===== src/design/nsc_pkg.sv =====
// Shared types, character codes and helpers for the NMEA sentence checker.
// No dependencies; compiled first.
`default_nettype none
package nsc_pkg;

   localparam int BYTE_W  = 8;
   localparam int COUNT_W = 6;
   localparam int KIND_W  = 2;
   localparam int CSR_IDX_W = 1;

   localparam logic [BYTE_W-1:0] CH_START   = 8'h24;
   localparam logic [BYTE_W-1:0] CH_NEWLINE = 8'h0A;
   localparam logic [BYTE_W-1:0] CH_STAR    = 8'h2A;
   localparam logic [BYTE_W-1:0] CH_COMMA   = 8'h2C;

   localparam logic [BYTE_W-1:0] FIRST_KIND_RESET  = 8'h50;  // 'P'
   localparam logic [BYTE_W-1:0] SECOND_KIND_RESET = 8'h54;  // 'T'

   localparam logic [COUNT_W-1:0] COUNT_MAX = '1;

   // register indexes on the csr port
   localparam logic [CSR_IDX_W-1:0] CSR_FIRST_KIND  = 1'b0;
   localparam logic [CSR_IDX_W-1:0] CSR_SECOND_KIND = 1'b1;

   typedef enum logic [KIND_W-1:0] {
      KIND_OTHER  = 2'd0,
      KIND_FIRST  = 2'd1,
      KIND_SECOND = 2'd2
   } kind_type;

   typedef struct packed {
      logic                checksum_ok;
      logic                sum_present;
      kind_type            sentence_kind;
      logic [COUNT_W-1:0]  field_count;
      logic [BYTE_W-1:0]   computed_sum;
      logic [BYTE_W-1:0]   received_sum;
   } result_type;

   // {invalid, nibble}: uppercase hex digit decode
   function automatic logic [4:0] hex_decode(input logic [BYTE_W-1:0] c);
      logic [4:0] r;
      r = 5'h10;
      if (c >= 8'h30 && c <= 8'h39) begin
         r = {1'b0, c[3:0]};
      end else if (c >= 8'h41 && c <= 8'h46) begin
         r = {1'b0, c[3:0] + 4'd9};
      end
      return r;
   endfunction

endpackage
`default_nettype wire


===== src/design/nsc_channels.sv =====
// Valid/ready channel interfaces for the checker's byte input and result output.
// Depends on nsc_pkg.
`default_nettype none
interface nsc_req_if;
   logic                       valid;
   logic                       ready;
   logic [nsc_pkg::BYTE_W-1:0] rx_byte;

   modport source (output valid, output rx_byte, input ready);
   modport sink   (input valid, input rx_byte, output ready);
endinterface

interface nsc_rsp_if;
   logic                        valid;
   logic                        ready;
   logic                        checksum_ok;
   logic                        sum_present;
   logic [nsc_pkg::KIND_W-1:0]  sentence_kind;
   logic [nsc_pkg::COUNT_W-1:0] field_count;
   logic [nsc_pkg::BYTE_W-1:0]  computed_sum;
   logic [nsc_pkg::BYTE_W-1:0]  received_sum;

   modport source (output valid, output checksum_ok, output sum_present,
                   output sentence_kind, output field_count, output computed_sum,
                   output received_sum, input ready);
   modport sink   (input valid, input checksum_ok, input sum_present,
                   input sentence_kind, input field_count, input computed_sum,
                   input received_sum, output ready);
endinterface
`default_nettype wire


===== src/design/nsc_tracker.sv =====
// Sentence state machine: start hunt, XOR/comma accumulation, kind and digit capture.
// Depends on nsc_pkg.
`default_nettype none
module nsc_tracker (
   input  wire logic                       clock,
   input  wire logic                       reset,
   input  wire logic                       step,
   input  wire logic [nsc_pkg::BYTE_W-1:0] rx_byte,
   input  wire logic [nsc_pkg::BYTE_W-1:0] first_letter,
   input  wire logic [nsc_pkg::BYTE_W-1:0] second_letter,
   output logic                            emit,
   output nsc_pkg::result_type             result
);
   import nsc_pkg::*;

   typedef enum logic [2:0] {
      PH_HUNT  = 3'd0,
      PH_BODY  = 3'd1,
      PH_DIG1  = 3'd2,
      PH_DIG2  = 3'd3,
      PH_AFTER = 3'd4
   } phase_type;

   phase_type           phase_ff;
   logic [BYTE_W-1:0]   xor_ff;
   logic [1:0]          pos_ff;
   kind_type            kind_ff;
   logic [COUNT_W-1:0]  comma_ff;
   logic [BYTE_W-1:0]   digits_ff;
   logic                dvalid_ff;

   logic                in_sentence;
   logic [4:0]          hex;

   assign in_sentence = (phase_ff != PH_HUNT);
   assign emit = in_sentence && (rx_byte == CH_NEWLINE);
   assign hex  = hex_decode(rx_byte);

   always_comb begin
      result.sum_present   = dvalid_ff;
      result.checksum_ok   = dvalid_ff && (digits_ff == xor_ff);
      result.sentence_kind = kind_ff;
      result.field_count   = (comma_ff == COUNT_MAX) ? COUNT_MAX : comma_ff + 1'b1;
      result.computed_sum  = xor_ff;
      result.received_sum  = dvalid_ff ? digits_ff : '0;
   end

   always_ff @(posedge clock) begin
      if (reset) begin
         phase_ff  <= PH_HUNT;
         xor_ff    <= '0;
         pos_ff    <= '0;
         kind_ff   <= KIND_OTHER;
         comma_ff  <= '0;
         digits_ff <= '0;
         dvalid_ff <= 1'b0;
      end else if (step) begin
         if (rx_byte == CH_START || emit) begin
            phase_ff  <= (rx_byte == CH_START) ? PH_BODY : PH_HUNT;
            xor_ff    <= '0;
            pos_ff    <= '0;
            kind_ff   <= KIND_OTHER;
            comma_ff  <= '0;
            digits_ff <= '0;
            dvalid_ff <= 1'b0;
         end else begin
            case (phase_ff)
               PH_BODY: begin
                  if (pos_ff == 2'd1) begin
                     if (rx_byte == first_letter) begin
                        kind_ff <= KIND_FIRST;
                     end else if (rx_byte == second_letter) begin
                        kind_ff <= KIND_SECOND;
                     end else begin
                        kind_ff <= KIND_OTHER;
                     end
                  end
                  if (pos_ff != 2'd3) begin
                     pos_ff <= pos_ff + 2'd1;
                  end
                  if (rx_byte == CH_STAR) begin
                     phase_ff <= PH_DIG1;
                  end else begin
                     xor_ff <= xor_ff ^ rx_byte;
                     if (rx_byte == CH_COMMA && comma_ff != COUNT_MAX) begin
                        comma_ff <= comma_ff + 1'b1;
                     end
                  end
               end
               PH_DIG1: begin
                  if (!hex[4]) begin
                     digits_ff <= {hex[3:0], 4'h0};
                     phase_ff  <= PH_DIG2;
                  end else begin
                     digits_ff <= '0;
                     phase_ff  <= PH_AFTER;
                  end
               end
               PH_DIG2: begin
                  if (!hex[4]) begin
                     digits_ff <= {digits_ff[7:4], hex[3:0]};
                     dvalid_ff <= 1'b1;
                  end else begin
                     digits_ff <= '0;
                  end
                  phase_ff <= PH_AFTER;
               end
               PH_AFTER: begin
                  phase_ff <= PH_AFTER;  // trailing bytes ignored until newline
               end
               default: begin
                  phase_ff <= PH_HUNT;
               end
            endcase
         end
      end
   end

endmodule
`default_nettype wire


===== src/design/nsc_result_reg.sv =====
// Output register for one sentence result, drives the response channel.
// Depends on nsc_pkg and nsc_rsp_if.
`default_nettype none
module nsc_result_reg (
   input  wire logic                clock,
   input  wire logic                reset,
   input  wire logic                load,
   input  wire nsc_pkg::result_type result,
   nsc_rsp_if.source                rsp_ch
);
   import nsc_pkg::*;

   logic       valid_ff;
   result_type data_ff;

   always_ff @(posedge clock) begin
      if (reset) begin
         valid_ff <= 1'b0;
      end else if (load) begin
         valid_ff <= 1'b1;
      end else if (rsp_ch.ready) begin
         valid_ff <= 1'b0;
      end
   end

   always_ff @(posedge clock) begin
      if (load) begin
         data_ff <= result;
      end
   end

   assign rsp_ch.valid         = valid_ff;
   assign rsp_ch.checksum_ok   = data_ff.checksum_ok;
   assign rsp_ch.sum_present   = data_ff.sum_present;
   assign rsp_ch.sentence_kind = data_ff.sentence_kind;
   assign rsp_ch.field_count   = data_ff.field_count;
   assign rsp_ch.computed_sum  = data_ff.computed_sum;
   assign rsp_ch.received_sum  = data_ff.received_sum;

endmodule
`default_nettype wire


===== src/design/nmea_sentence_checker_unit.sv =====
// Top level of the NMEA 0183 sentence checksum checker.
// Depends on nsc_pkg, nsc_channels, nsc_tracker and nsc_result_reg.
//
// Usage:
//  - req_ch carries one received serial byte per item (valid/ready).
//  - rsp_ch carries one result item per newline that closes a sentence:
//    checksum match, sum present, kind, field count, computed and received sums.
//  - csr_write_enable/csr_index/csr_write_data set the two kind letters
//    (index 0: first kind, reset 'P'; index 1: second kind, reset 'T').
//    Write them only while the block is idle.
// Timing:
//  - A byte is captured and held in the input register, then the sentence
//    tracker updates and, on a closing newline, loads the result register.
//  - Throughput: one byte per cycle, unless a closing newline waits on a
//    stalled result (see Stall).
// Reset (synchronous): tracker hunts for '$', both pipeline registers empty,
//  kind letters back to 'P' and 'T'.
// Stall: while a result waits on rsp_ch, other bytes keep flowing; a closing
//  newline waits in the input register and req ready stays low until the
//  waiting result is taken.
`default_nettype none
module nmea_sentence_checker_unit (
   input  wire logic                          clock,
   input  wire logic                          reset,
   nsc_req_if.sink                            req_ch,
   nsc_rsp_if.source                          rsp_ch,
   input  wire logic                          csr_write_enable,
   input  wire logic [nsc_pkg::CSR_IDX_W-1:0] csr_index,
   input  wire logic [nsc_pkg::BYTE_W-1:0]    csr_write_data
);
   import nsc_pkg::*;

   // kind letter registers
   logic [BYTE_W-1:0] first_letter_ff;
   logic [BYTE_W-1:0] second_letter_ff;

   // input register
   logic              in_valid_ff;
   logic [BYTE_W-1:0] in_byte_ff;

   logic              emit;
   logic              advance;
   logic              load;
   result_type        result;

   always_ff @(posedge clock) begin
      if (reset) begin
         first_letter_ff  <= FIRST_KIND_RESET;
         second_letter_ff <= SECOND_KIND_RESET;
      end else if (csr_write_enable) begin
         case (csr_index)
            CSR_FIRST_KIND:  first_letter_ff  <= csr_write_data;
            CSR_SECOND_KIND: second_letter_ff <= csr_write_data;
            default: ;
         endcase
      end
   end

   // A held byte moves on unless it closes a sentence and the result slot is busy.
   assign advance = in_valid_ff && (!emit || !rsp_ch.valid || rsp_ch.ready);
   assign load    = advance && emit;
   assign req_ch.ready = !in_valid_ff || advance;

   always_ff @(posedge clock) begin
      if (reset) begin
         in_valid_ff <= 1'b0;
      end else if (req_ch.ready) begin
         in_valid_ff <= req_ch.valid;
      end
   end

   always_ff @(posedge clock) begin
      if (req_ch.valid && req_ch.ready) begin
         in_byte_ff <= req_ch.rx_byte;
      end
   end

   nsc_tracker u_tracker (
      .clock         (clock),
      .reset         (reset),
      .step          (advance),
      .rx_byte       (in_byte_ff),
      .first_letter  (first_letter_ff),
      .second_letter (second_letter_ff),
      .emit          (emit),
      .result        (result)
   );

   nsc_result_reg u_result (
      .clock  (clock),
      .reset  (reset),
      .load   (load),
      .result (result),
      .rsp_ch (rsp_ch)
   );

   // never overwrite a result the receiver has not taken
   a_no_overwrite: assert property (@(posedge clock) disable iff (reset)
      (rsp_ch.valid && !rsp_ch.ready) |-> !load)
      else $error("result register overwritten while stalled");

   // a result only comes from a closing newline
   a_load_newline: assert property (@(posedge clock) disable iff (reset)
      load |-> (in_byte_ff == CH_NEWLINE))
      else $error("result loaded on a non-newline byte");

   // a matching checksum needs captured digits; absent digits read as zero
   a_ok_needs_sum: assert property (@(posedge clock) disable iff (reset)
      rsp_ch.valid |-> ((!rsp_ch.checksum_ok || rsp_ch.sum_present)
                        && (rsp_ch.sum_present || rsp_ch.received_sum == '0)))
      else $error("inconsistent checksum fields");

   // back pressure only while a byte is held
   a_ready_low: assert property (@(posedge clock) disable iff (reset)
      !req_ch.ready |-> (in_valid_ff && emit && rsp_ch.valid))
      else $error("input stalled without cause");

endmodule
`default_nettype wire


===== src/flat_wrapper.sv =====
// flat-port wrapper written by rule: the top's interface ports become plain ports
module nmea_sentence_checker_unit_flat import nsc_pkg::*;
  (clock, reset, csr_write_enable, csr_index, csr_write_data, req_ch_valid, req_ch_rx_byte, req_ch_ready, rsp_ch_valid, rsp_ch_checksum_ok, rsp_ch_sum_present, rsp_ch_sentence_kind, rsp_ch_field_count, rsp_ch_computed_sum, rsp_ch_received_sum, rsp_ch_ready);
  nsc_req_if req_ch_i ();
  nsc_rsp_if rsp_ch_i ();
  input  wire logic clock;
  input  wire logic reset;
  input  wire logic csr_write_enable;
  input  wire logic [nsc_pkg::CSR_IDX_W-1:0] csr_index;
  input  wire logic [nsc_pkg::BYTE_W-1:0] csr_write_data;
  input wire logic [$bits(req_ch_i.valid)-1:0] req_ch_valid;
  input wire logic [$bits(req_ch_i.rx_byte)-1:0] req_ch_rx_byte;
  output wire logic [$bits(req_ch_i.ready)-1:0] req_ch_ready;
  output wire logic [$bits(rsp_ch_i.valid)-1:0] rsp_ch_valid;
  output wire logic [$bits(rsp_ch_i.checksum_ok)-1:0] rsp_ch_checksum_ok;
  output wire logic [$bits(rsp_ch_i.sum_present)-1:0] rsp_ch_sum_present;
  output wire logic [$bits(rsp_ch_i.sentence_kind)-1:0] rsp_ch_sentence_kind;
  output wire logic [$bits(rsp_ch_i.field_count)-1:0] rsp_ch_field_count;
  output wire logic [$bits(rsp_ch_i.computed_sum)-1:0] rsp_ch_computed_sum;
  output wire logic [$bits(rsp_ch_i.received_sum)-1:0] rsp_ch_received_sum;
  input wire logic [$bits(rsp_ch_i.ready)-1:0] rsp_ch_ready;
  assign req_ch_i.valid = req_ch_valid;
  assign req_ch_i.rx_byte = req_ch_rx_byte;
  assign req_ch_ready = req_ch_i.ready;
  assign rsp_ch_valid = rsp_ch_i.valid;
  assign rsp_ch_checksum_ok = rsp_ch_i.checksum_ok;
  assign rsp_ch_sum_present = rsp_ch_i.sum_present;
  assign rsp_ch_sentence_kind = rsp_ch_i.sentence_kind;
  assign rsp_ch_field_count = rsp_ch_i.field_count;
  assign rsp_ch_computed_sum = rsp_ch_i.computed_sum;
  assign rsp_ch_received_sum = rsp_ch_i.received_sum;
  assign rsp_ch_i.ready = rsp_ch_ready;
  nmea_sentence_checker_unit u_core (.clock(clock), .reset(reset), .req_ch(req_ch_i), .rsp_ch(rsp_ch_i), .csr_write_enable(csr_write_enable), .csr_index(csr_index), .csr_write_data(csr_write_data));
endmodule

===== config.mk =====
export PLATFORM = sky130hd
export DESIGN_NAME = nmea_sentence_checker_unit_flat
export DESIGN_NICKNAME = d
export VERILOG_FILES = /design/src/design/nsc_pkg.sv /design/src/design/nsc_channels.sv /design/src/design/nsc_tracker.sv /design/src/design/nsc_result_reg.sv /design/src/design/nmea_sentence_checker_unit.sv /design/src/flat_wrapper.sv
export SDC_FILE = /design/constraint.sdc
export NUM_CORES = 1
export LEC_CHECK = 0
export ABC_CLOCK_PERIOD_IN_PS = 3850
export BUFFER_PORTS_ARGS = -buffer_cell sky130_fd_sc_hd__buf_2
export CORE_MARGIN = 5
export CORE_UTILIZATION = 57
export DETAILED_ROUTE_END_ITERATION = 7
export PLACE_DENSITY = 0.79
export SETUP_SLACK_MARGIN = 0.2
export SLEW_MARGIN = 20
export SYNTH_ARGS = -nofsm -noshare
export SYNTH_HDL_FRONTEND = slang
export SYNTH_SLANG_ARGS = --single-unit

===== constraint.sdc =====
create_clock -name clock -period 3.85 [get_ports clock]
set_input_delay 0.5775 -clock clock [delete_from_list [all_inputs] [get_ports clock]]
set_output_delay 0.5775 -clock clock [all_outputs]
set_load 0.005 [all_outputs]

**Word-level counts from Yosys, hierarchy flattened**

Cells that the tools add are included.

- Bits in registers: 82
- Latch bits: 0
- Bits in writable memories: 0
- Bits in read-only memories: 0
- Bits of input ports: 22
- Output and inout bits: 28
- Logic and storage cells: 112
- Memories kept: 0

- Add/sub/neg operators: 3
- $mul: 0
- Div/mod/pow operators: 0
- Order comparisons: 4
- Equality and inequality tests: 19
- Shift operators: 0
- Muxes and demuxes: 31
- Bitwise gates (word level): 2
- Reductions and logical operators: 34

Operator list:

| operator | number |
|---|---|
| 8-bit 2-to-1 mux | 6 |
| 8-bit by 6-bit == test with 1-bit output, second input constant | 3 |
| 8-bit == test | 3 |
| 6-bit 2-to-1 mux | 4 |
| 2-bit 2-to-1 mux | 8 |
| 8-bit case mux with 2 select lines | 1 |
| 3-bit AND reduction | 5 |
| 2-bit nonzero test | 6 |
| 5-bit 2-to-1 mux | 2 |
| 3-bit 2-to-1 mux | 3 |
| 3-bit case mux with 3 select lines | 1 |
| 8-bit by 4-bit == test with 1-bit output, second input constant | 1 |
| 8-bit by 6-bit greater-or-equal comparator with 1-bit output, second input constant | 1 |
| 8-bit by 7-bit greater-or-equal comparator with 1-bit output, second input constant | 1 |
| 8-bit by 6-bit less-or-equal comparator with 1-bit output, second input constant | 1 |
| 8-bit by 7-bit less-or-equal comparator with 1-bit output, second input constant | 1 |
| 1-bit logical AND | 8 |
| 2-bit AND reduction | 4 |
| 8-bit XOR | 1 |
| 6-bit by 1-bit adder with 6-bit output, second input constant | 1 |
| 3-bit by 2-bit == test with 1-bit output, second input constant | 2 |
| 6-bit == test, second input constant | 1 |
| 1-bit 2-to-1 mux | 6 |
| 3-bit inequality test, second input constant | 2 |
| other kinds (14) | 21 |

**Logic depth before layout (Yosys ltp)**

- Word-level depth: 8
- Mapped depth: 9
- Mapped depth without buffers: 7

**By module**

From an unflattened synthesis, not the netlist that was laid out.

- Cell total of the unflattened synthesis: 391
- Area, all modules: 3,931.3 um2

By module, submodules not included:

| module | times used | cells each | area each (um2) | sequential area each (um2) |
|---|---|---|---|---|
| nsc_tracker | 1 | 272 | 2,197.1 | 600.6 |
| nmea_sentence_checker_unit | 1 | 89 | 914.6 | 580.6 |
| nsc_result_reg | 1 | 30 | 819.5 | 800.8 |

**Least setup slack after synthesis**

Ideal clock, no wire load.

- Path type: register to register
- From: register u_core.in_byte_ff[0]
- To: register u_core.u_result.data_ff, in the netlist u_core.u_result.rsp_ch.checksum_ok (enable)
- Library setup time: 410 ps
- Data arrival time: 2,648 ps
- Required time: 3,440 ps
- Slack: 791 ps
- Stages on the path, launching flop included: 9
- Buffers on the path: 2
- Clock period less this slack: 3,059 ps
- Cells stage by stage: edfxtp_1 > inv_1 > ha_1 > nand3b_1 > nor4_1 > a21bo_2 > buf_2 > buf_2 > nor2_1

- Word-level cells in the longest chain between the ends: 7

RTL lines:

| element | RTL line | text |
|---|---|---|
| start: declaration | nmea_sentence_checker_unit.sv:39 | `logic [BYTE_W-1:0] in_byte_ff;` |
| start signal: assignment | nmea_sentence_checker_unit.sv:74 | `in_byte_ff <= req_ch.rx_byte;` |
| 8-bit by 4-bit == test with 1-bit output * | nsc_tracker.sv:36 | `assign emit = in_sentence && (rx_byte == CH_NEWLINE);` |
| 1-bit logical AND * | nsc_tracker.sv:36 |  |
| 1-bit logical NOT | nmea_sentence_checker_unit.sv:60 | `assign advance = in_valid_ff && (!emit \|\| !rsp_ch.valid \|\| rsp_ch.ready);` |
| 1-bit logical OR (2 in series) | nmea_sentence_checker_unit.sv:60 |  |
| 1-bit logical AND | nmea_sentence_checker_unit.sv:60 |  |
| 1-bit logical AND * | nmea_sentence_checker_unit.sv:61 | `assign load = advance && emit;` |
| via u_core.load | nmea_sentence_checker_unit.sv:43 | `logic load;` |
| end signal: assignment | nsc_result_reg.sv:28 | `data_ff <= result;` |
| end: declaration | nsc_result_reg.sv:14 | `result_type data_ff;` |

Mark *: on every way through the listed nets, which the timed path passes. The rest lies on a longest branch.
A chain may end at the register's enable or synchronous reset.

**Worst setup path in the final report**

- From: register u_core.in_byte_ff[0]
- To: output req_ch_ready

- Word-level cells in the longest chain between the ends: 7

RTL lines:

| element | RTL line | text |
|---|---|---|
| 8-bit by 4-bit == test with 1-bit output | nsc_tracker.sv:36 |  |
| 1-bit logical AND | nsc_tracker.sv:36 |  |
| 1-bit logical NOT | nmea_sentence_checker_unit.sv:60 |  |
| 1-bit logical OR (2 in series) | nmea_sentence_checker_unit.sv:60 |  |
| 1-bit logical AND | nmea_sentence_checker_unit.sv:60 |  |
| 1-bit logical OR | nmea_sentence_checker_unit.sv:62 | `assign req_ch.ready = !in_valid_ff \|\| advance;` |
| end: declaration | flat_wrapper.sv:13 | `output wire logic [$bits(req_ch_i.ready)-1:0] req_ch_ready;` |

Every way passes these cells.

==> results_dict.tcl <==
set metrics [dict create \
    outcome "complete, no violations" \
    num-nets-final 468 \
    num_vias 3045 \
    avgSynthCellArea_um2 9.81 \
    post_cts_buffers 0 \
    grt_pass1_wl_mm 13.9 \
    place_area_um2 4150 \
    die_h_um 92.6 \
    fillers 551 \
    cap_violations 0 \
    post-route-min-period_ps 2710 \
    clockBufferDepth 2 \
    grtUsageTotal 0.206 \
    hold_class "in -> reg" \
    num_antenna_cells 0 \
    drc 0 \
    yosys_most_used_dff "dfxtp_1" \
    final_cells 524 \
    grt_pass1_vias 2831 \
    fp.dieW_um 92.6 \
    drt-initial-drc-count 176 \
    grt_start_max_net_pins 28 \
    syn-num-nets 425 \
    start_util 0.578 \
    yosysSeqAreaShare 0.510 \
    cts_buffers 9 \
    fmax_ghz 0.370 \
    wire_per_inst_um 15.8 \
    postSynthCellCount 396 \
    hold_viol 0 \
    maxSlewHeadroom 0.363 \
    crit_arrival_ps 2130 \
    end_kind "output port" \
    setup_viol 0 \
    drive_gt1_frac 0.182 \
    viasPerCell 5.81 \
    numPortBuffers 49 \
    async_flop_share 0 \
    core_um2 6720 \
    required_ps 3270 \
    synth-edff-count 34 \
    tritoncts "yes" \
    ys_ff_latch 82 \
    cts_root_buf "clkbuf_8" \
    fin_area_um2 4420 \
    clk_pin_slew_ps 80 \
    power.leakage_uw 0.00160 \
    post_cts_resized 0 \
    register_area_um2 1980 \
    gp_congestion 0.909 \
    syn_area_um2 3880 \
    clock-sinks 82 \
    rows 30 \
    area_growth_pct 13.7 \
    wirelength_mm 8.28 \
    io_pins 50 \
    clk_latency_ps 360 \
    ant_nets 0 \
    crit_path_start_kind "flip-flop" \
    cellPowerDensity_nw_per_um2 426 \
    worstMarginPinSlew_ps 952 \
    dpl.cell_count 508 \
    ys_warn_count 0 \
    cp_max_fo 11 \
    drt_first_pass_iters 7 \
    antenna_found_initial 0 \
    slew_viol_final 0 \
    vdd_drop_max_uv 236 \
    final_cell_mix "nand2_1 (53), buf_2 (49), dfxtp_1 (48)" \
    die_area_um2 8570 \
    synth_cell_type_count 59 \
    final.setup.tns_ps 0 \
    layout_commonest_cell "nand2_1" \
    grt_overflow 0 \
    hold_buffers 0 \
    critPathKind "reg -> out" \
    rsz0062_at_grt "no" \
    dp_hpwl_mm 6.09 \
    htree_levels 3 \
    multi_input_area_um2 1740 \
    post-route-period-util 0.703 \
    finClkSkew_ps 8.58 \
]
## stage by stage
stage          utilization  total power (µW)  hold slack, ps  setup slack, ps
6_report             0.657              1880             394             1140
5_1_grt              0.657              1950             385              985
2_1_floorplan            -              1060             408              791
3_3_place_gp         0.618              1080             413             1290
4_1_cts              0.657              1900             384             1120
3_5_place_dp         0.618              1090             413             1200
## final cells by class
class,instances,share of cell area
timing repair buffer,51,0.0589
sequential,82,0.449
inverter,18,0.0153
tap,80,0.0227
multi-input combinational,277,0.394
clock buffer,10,0.0289
clock inverter,6,0.0312
## sequential cells by signal, summed over array words and instances (netlist names)
register and count:
u_core.in_byte_ff 8, u_core.u_result.rsp_ch.sum_present 1, u_core.u_tracker.pos_ff 2, u_core.u_result.rsp_ch.valid 1, u_core.u_result.rsp_ch.received_sum 8, u_core.u_tracker.phase_ff 3, u_core.u_result.rsp_ch.computed_sum 8, u_core.second_letter_ff 8
u_core.u_tracker.dvalid_ff 1, u_core.in_valid_ff 1, u_core.u_result.rsp_ch.checksum_ok 1, u_core.u_result.rsp_ch.sentence_kind 2, u_core.u_tracker.comma_ff 6, u_core.u_tracker.xor_ff 8, u_core.first_letter_ff 8, u_core.u_result.rsp_ch.field_count 6
u_core.u_tracker.digits_ff 8, u_core.u_tracker.kind_ff 2
## worst max-delay path: stages, from the launching register on
cell,delay (ps)
edfxtp_1,530
inv_1,160
ha_1,170
nand3b_1,110
nor4_1,290
buf_4,220
nand3_1,120
buf_2,170
## synth_stat cells (2+ instances only)
| cell | number | area, µm² |
|---|---|---|
| xnor2_1 | 17 | 149 |
| edfxtp_1 | 34 | 1020 |
| nand2_1 | 53 | 199 |
| a31oi_1 | 4 | 25.0 |
| o21bai_1 | 2 | 15.0 |
| nor3b_1 | 3 | 22.5 |
| and2_1 | 10 | 62.6 |
| and3_1 | 5 | 31.3 |
| nand3_1 | 21 | 105 |
| nor2b_1 | 5 | 31.3 |
| nor2_1 | 17 | 63.8 |
| or2_2 | 2 | 12.5 |
| a211oi_1 | 4 | 30.0 |
| dfxtp_1 | 48 | 961 |
| clkbuf_1 | 10 | 37.5 |
| o21ai_0 | 10 | 50.1 |
| nand4_1 | 4 | 25.0 |
| a21oi_1 | 31 | 155 |
| o21a_1 | 2 | 15.0 |
| xor2_1 | 11 | 96.3 |
| o2111ai_1 | 2 | 17.5 |
| nor4_1 | 7 | 43.8 |
| o31ai_1 | 6 | 45.0 |
| nor3_1 | 4 | 20.0 |
| nand3b_1 | 2 | 15.0 |
| buf_6 | 2 | 22.5 |
| buf_2 | 5 | 25.0 |
| inv_1 | 18 | 67.6 |
| nand2b_1 | 6 | 37.5 |
| ha_1 | 7 | 87.6 |
| o32ai_1 | 9 | 78.8 |
| or4_1 | 6 | 45.0 |
| mux2i_1 | 3 | 30.0 |
## path summary, 6_finish.rpt
| path | startpoint | end | slack, ps | cells after the start |
|---|---|---|---|---|
| min reg2reg | u_core.u_tracker.kind_ff[0] | u_core.u_result.rsp_ch.sentence_kind[0] | 430 | 0 |
| max | u_core.in_byte_ff[0] | req_ch_ready | 1140 | 7 |
| max reg2reg | u_core.in_byte_ff[0] | u_core.u_result.rsp_ch.received_sum[0] | 1200 | 8 |
| min | req_ch_rx_byte[0] | u_core.in_byte_ff[0] | 390 | 1 |
## power by group
part,internal (µW),total [µW],leakage [µW],switching [µW]
logic,50.7,120,0.000779,69.7
clock network,500,811,0.000131,311
registers,919,950,0.000691,31.3
total,1470,1880,0.00160,412
## metal layers
layer  track usage  vias to the layer above  routed length (µm)
li1              -                     1514                   -
met1         0.266                     1413                3750
met2         0.334                      100                3890
met3        0.0390                       18                 444
met4        0.0990                        0                 203
met5             0                        -                   0
## cells by family (layout without fill, tap and decap cells)
logic type,Yosys count,after routing,synth area share
adder cells (fa/ha/maj),7,7,0.0225
XOR/XNOR,28,28,0.0631
multiplexers,3,3,0.00773
AND/OR/NAND/NOR,160,160,0.223
buffers and inverters,37,85,0.0422
flip-flops,82,82,0.510
AO/OA/AOI/OAI,79,79,0.131
No activity file was read; power rests on OpenSTA's default activity.
